<file path="config.mk">
export PLATFORM = sky130hd
export DESIGN_NAME = pmsd_divider
export DESIGN_NICKNAME = d
export VERILOG_FILES = /design/src/pmsd_pkg.sv /design/src/pmsd_divider.sv
export SDC_FILE = /design/constraint.sdc
export NUM_CORES = 2
export LEC_CHECK = 0
export ABC_CLOCK_PERIOD_IN_PS = 4050
export BUFFER_PORTS_ARGS = -buffer_cell sky130_fd_sc_hd__buf_2
export CAP_MARGIN = 30
export CORE_UTILIZATION = 51
export CTS_CLUSTER_DIAMETER = 120
export CTS_CLUSTER_SIZE = 8
export DETAILED_ROUTE_END_ITERATION = 12
export PLACE_DENSITY = 0.72
export RECOVER_POWER = 100
export SYNTH_ARGS = -nofsm -noshare
export SYNTH_HDL_FRONTEND = slang
export SYNTH_SLANG_ARGS = --single-unit
</file>
<file path="constraint.sdc">
create_clock -name clk -period 4.05 [get_ports clk]
set_input_delay 0.2025 -clock clk [delete_from_list [all_inputs] [get_ports clk]]
set_output_delay 0.2025 -clock clk [all_outputs]
set_load 0.02 [all_outputs]
</file>
<file path="src/pmsd_pkg.sv">
// ----------------------------------------------------------------------------
// pmsd_pkg
// Shared widths for the per-pixel mean / standard deviation pipeline.
// ----------------------------------------------------------------------------
`default_nettype none

package pmsd_pkg;

    localparam int SUM_W  = 32;  // sum of samples
    localparam int SQS_W  = 48;  // sum of squared samples
    localparam int CNT_W  = 16;  // sample count
    localparam int OUT_W  = 24;  // result fields
    localparam int PROD_W = 64;  // square_sum * count and sample_sum^2

endpackage

`default_nettype wire

</file>
<file path="src/pmsd_divider.sv">
// ----------------------------------------------------------------------------
// pmsd_divider
// Pipelined restoring divider: one quotient bit per stage, saturating
// 24-bit quotient by a 16-bit divisor.
// ----------------------------------------------------------------------------
`default_nettype none

module pmsd_divider #(
    parameter int DIVIDEND_W = 40
) (
    input  wire logic                         clk,
    input  wire logic                         en,
    input  wire logic [DIVIDEND_W-1:0]        dividend,
    input  wire logic [pmsd_pkg::CNT_W-1:0]   divisor,
    output logic      [pmsd_pkg::OUT_W-1:0]   quotient
);

    localparam int OW    = pmsd_pkg::OUT_W;
    localparam int NW    = pmsd_pkg::CNT_W;
    localparam int HI_W  = DIVIDEND_W - OW;
    localparam int CW    = (HI_W > NW) ? HI_W : NW;
    localparam int STEPS = OW;

    logic [NW-1:0] rem_reg [STEPS];
    logic [OW-1:0] low_reg [STEPS];
    logic [NW-1:0] dvs_reg [STEPS];
    logic          ovf_reg [STEPS];

    logic [CW-1:0] hi_ext;
    logic          ovf_in;

    // The quotient fits in 24 bits only when the upper dividend bits are
    // below the divisor; those bits then seed the partial remainder.
    assign hi_ext = CW'(dividend[DIVIDEND_W-1:OW]);
    assign ovf_in = (hi_ext >= CW'(divisor));

    for (genvar k = 0; k < STEPS; k++) begin : g_step
        logic [NW-1:0] rem_in;
        logic [OW-1:0] low_in;
        logic [NW-1:0] dvs_in;
        logic          ovf_in_k;
        logic [NW:0]   trial;
        logic          ge;
        logic [NW-1:0] rem_next;
        logic [OW-1:0] low_next;

        if (k == 0) begin : g_first
            assign rem_in   = NW'(hi_ext);
            assign low_in   = dividend[OW-1:0];
            assign dvs_in   = divisor;
            assign ovf_in_k = ovf_in;
        end
        else begin : g_rest
            assign rem_in   = rem_reg[k-1];
            assign low_in   = low_reg[k-1];
            assign dvs_in   = dvs_reg[k-1];
            assign ovf_in_k = ovf_reg[k-1];
        end

        always_comb
        begin
            trial    = {rem_in, low_in[OW-1]};
            ge       = (trial >= {1'b0, dvs_in});
            rem_next = ge ? NW'(trial - {1'b0, dvs_in}) : NW'(trial);
            low_next = {low_in[OW-2:0], ge};
        end

        always_ff @(posedge clk)
        begin
            if (en)
            begin
                rem_reg[k] <= rem_next;
                low_reg[k] <= low_next;
                dvs_reg[k] <= dvs_in;
                ovf_reg[k] <= ovf_in_k;
            end
        end
    end

    assign quotient = ovf_reg[STEPS-1] ? {OW{1'b1}} : low_reg[STEPS-1];

endmodule

`default_nettype wire

</file>
---- Word level (Yosys, flattened, before mapping) ----
Memories as Yosys holds them, arrays and structs flattened.
Cells that the tools add are included.
word-level totals
  flip-flop bits (word level) ............. 0
  RAM bits ................................ 1368
  bits of input ports ..................... 58
  output and inout bits ................... 24
  memories kept ........................... 4
memories
  memory   depth  bits a word  rd ports  clocked after memory_dff  write ports  line                RTL
  low_reg  24     24           24        0                         24           pmsd_divider.sv:25  logic [OW-1:0] low_reg [STEPS];
  dvs_reg  24     16           23        0                         24           pmsd_divider.sv:26  logic [NW-1:0] dvs_reg [STEPS];
  rem_reg  24     16           23        0                         24           pmsd_divider.sv:24  logic [NW-1:0] rem_reg [STEPS];
  ovf_reg  24     1            24        0                         24           pmsd_divider.sv:27  logic ovf_reg [STEPS];
cells by class
  add/sub/neg operators ................... 24
  $lt $le $gt $ge ......................... 25
  multiplexer cells ....................... 27
operators by type and width
  kind                                                            count
  17-bit by 16-bit greater-or-equal comparator with 1-bit output  24
  16-bit two-way mux                                              24
  16-bit subtractor                                               24
  24-bit two-way mux                                              1
  16-bit greater-or-equal comparator                              1
  1-bit two-way mux                                               2

---- Depth between registers and ports, before layout ----
  word-level depth ........................ 2
  depth in mapped cells ................... 12

---- Worst setup path before layout ----
OpenSTA, ideal clock, no wires.
  kind .................................... reg2reg
  start ................................... mem dvs_reg[3][1] (netlist bit)
  end ..................................... mem rem_reg[1][88] (netlist bit) (data pin)
  library setup time ...................... 0.260 ns
  arrival ................................. 2.815 ns
  data required time ...................... 3.790 ns
  slack ................................... 0.975 ns
  cell stages (with the launch flop) ...... 12
  buffers on the path ..................... 1
  clock period less this slack ............ 3.075 ns
  path through ............................ edfxtp_1 > inv_1 > ha_1 > nor2b_4 > o31ai_2 > a21oi_2 > o41ai_4 > o21ai_2 > o2111a_1 > nor4_4 > buf_6 > mux2_4
RTL lines
  what         line
  from (decl)  pmsd_divider.sv:26
  to (decl)    pmsd_divider.sv:24

==> reports/results.ini <==
[timing]
rsz0062_at_grt=no
timing.slew.headroom_pct=-113
setup_slack_ns=0.250
tns_ns=0
fmax_mhz=263
final_hold_viol_count=0
period_needed_ns=3.80
fin_crit_sh_pct=93.8
fin_skew_ns=0.0683
setup_viol=0
worst_pin_slew_ns=3.19
drv_slew=108

[cells_and_area]
final_cell_mix=edfxtp_1 (1336), inv_1 (497), ha_1 (400)
fin_nets=5413
drive_above_1_share_pct=11.5
largest_reg_flops=576
diodes=0
mostFrequentLayoutCell=edfxtp_1
area_delta_synth_final_pct=12.7

[grt]
grt_max_degree=112
grt_usage_pct=18.9
overflow=0
antenna_found_initial=2
grt_pass1_vias=37166
grt_pass1_wl_um=189000

[detailed_routing]
route.vias.total=36530
routed_wl_um=118000
firstDrtPassIters=5
detailedRoute.firstIterationViolations=1975
top_layer_used=met4
wire_per_inst_um=18.0
drc=0
wl_met2_um=60300
antenna_left=0
wl_met1_um=49100
detail_route.vias_per_cell=5.56
dr_wl_met3_um=4840

[worst_setup_path]
r2r-start=dvs_reg[3][1]$_DFFE_PP_
worstPathRequired_ns=4.57
slowest_stage=clkbuf_2
crit_type=flip-flop to flip-flop
worstPathCellList=inv_1 > ha_1 > nor2b_1 > o31ai_1 > a21oi_1 > o41ai_4 > o21ai_0 > o2111a_1 > nor4_4 > clkbuf_2 > mux2_2
slowest_delay_ns=0.48
end_kind=flip-flop
worst_ep_arrival_time_ns=4.32
critPathLaunchType=flip-flop
cp-startpoint=dvs_reg[3][1]$_DFFE_PP_
path_buf_inv=2
crit_family=compound AO/OA/AOI/OAI gates
crit_fanout=17

[clock_network]
post_cts_buffers=0
cts_tree=built
cts-root-buf=clkbuf_16
cts_sinks=1336
clockBufferDepth=3
cts-buffers-inserted=185
clk_latency_ns=0.80
cts.clk_slew.worst_paths_ns=0.05
htree_levels=4

[logic_synthesis]
synth_area_leaders=edfxtp_1 (63%), ha_1 (7.9%), mux2_2 (4.3%), inv_1 (2.9%), xnor2_1 (2.1%)
synth-seq-area-share_pct=63.3
ys_ff_latch=1336
synth_nets=5087
synth_ff_type=edfxtp_1
synth.avg_cell_area_um2=13.8
syn_area_um2=63400
ys.warnings.count=0
synthArstFlopShare_pct=0
yosysUniqueCellTypes=84
synth.largest_area_cell=edfxtp_1
synth_top_area_share_pct=63.3
synth_edf_count=1336
syn-instance-count=4606

[place]
dpl.hpwl_um=82800
place_congestion=0.922
numPortBuffers=81
post-place-ws_ns=0.560

[min_path]
min-delay-start=dividend[7]
min_path_type=input port to flip-flop

[floorplan]
start_util_pct=51.8
rows=128
ioPinCount=82
die_x_um=355
die_area_um2=126000
die-height_um=355
coreArea_um2=123000

[power_and_ir_drop]
p_leak_uw=0.0281
max-vdd-ir-drop_uv=613
power_density_nw_per_um2=759

[run_status]
violations=capacitance limit, slew limit
status=finished with violations

[job]
cap_violations=1

==> power by group <==
| part | total, µW | internal (µW) | switching, µW |
|---|---|---|---|
| logic | 19700 | 9220 | 10500 |
| registers | 20900 | 19400 | 1550 |
| clock network | 13600 | 8080 | 5540 |
==> path summary, 6_finish.rpt <==
kind / to / slack (ns) / cells past startpoint
worst min-delay path: low_reg[0][8]$_DFFE_PP_ / 0.12 / 2
worst max-delay path: rem_reg[1][85]$_DFFE_PP_ / 0.25 / 11
worst max register to register: rem_reg[1][85]$_DFFE_PP_ / 0.25 / 11
worst min register to register: low_reg[1][20]$_DFFE_PP_ / 0.36 / 0
==> per-stage QoR <==
step	area (µm²)	hold slack, ns	instances	power [µW]	utilization [%]
floorplan	63400	0.301	4606	36000	-
global placement	66200	0.381	6311	40200	54.0
detailed placement	66200	0.381	6311	40700	54.0
CTS	71800	0.0543	6572	54800	58.6
global route	71400	0.0879	6572	57500	58.3
finish	71400	0.123	6572	54200	58.3
==> synth_stat cells (17+ instances only) <==
library cell  number
edfxtp_1        1336
inv_1            494
ha_1             400
nor2_1           248
mux2_2           242
nand2_1          201
a21oi_1          185
o21ai_0          181
xnor2_1          155
a21o_1           120
o21a_1            81
xor2_1            77
nor3_1            61
nand3_1           59
nand4_1           56
mux2i_1           52
nor2b_1           52
or2_2             41
nand2b_1          40
o31ai_1           35
clkbuf_1          27
a211oi_1          26
a31oi_1           25
buf_2             23
fa_1              23
nor4_1            21
o211ai_1          21
o31a_1            19
or3_1             19
a21boi_0          18
and3_1            17
==> layer usage <==
layer	GRT usage, %	vias up
li1	-	17788
met1	22.7	17689
met3	3.22	280
met2	33.3	773
met4	7.90	0
met5	0	-
==> cells by family (layout without fill, tap and decap cells) <==
kind of cell	after synthesis	after routing	synth area share, %
muxes	305	305	5.36
adders and majority gates	423	423	8.62
and+or+nand+nor	876	876	6.82
DFF	1336	1336	63.3
AOI/OAI and AO/OA	879	879	9.35
xor gates and xnor gates	232	232	3.20
buffers and inverters	555	896	3.38
==> timing repair <==
| item | in CTS | in global routing |
|---|---|---|
| endpoints found under the hold margin | 148 | 0 |
| hold buffers | 59 | 0 |
| gates resized for setup | 0 | 0 |
| endpoints found under the setup margin | 0 | 0 |
==> final cells by class <==
class                           instances  area (µm²)
Tap cell                             1625        2030
Timing Repair Buffer                  195        1320
Clock buffer                          185        4630
Multi-Input combinational cell       2715       21100
Inverter                              499        1870
Clock inverter                         17         387
Sequential cell                      1336       40100
Fill cell                            9565       51100
Note: power is estimated with default switching activity, not from simulation.
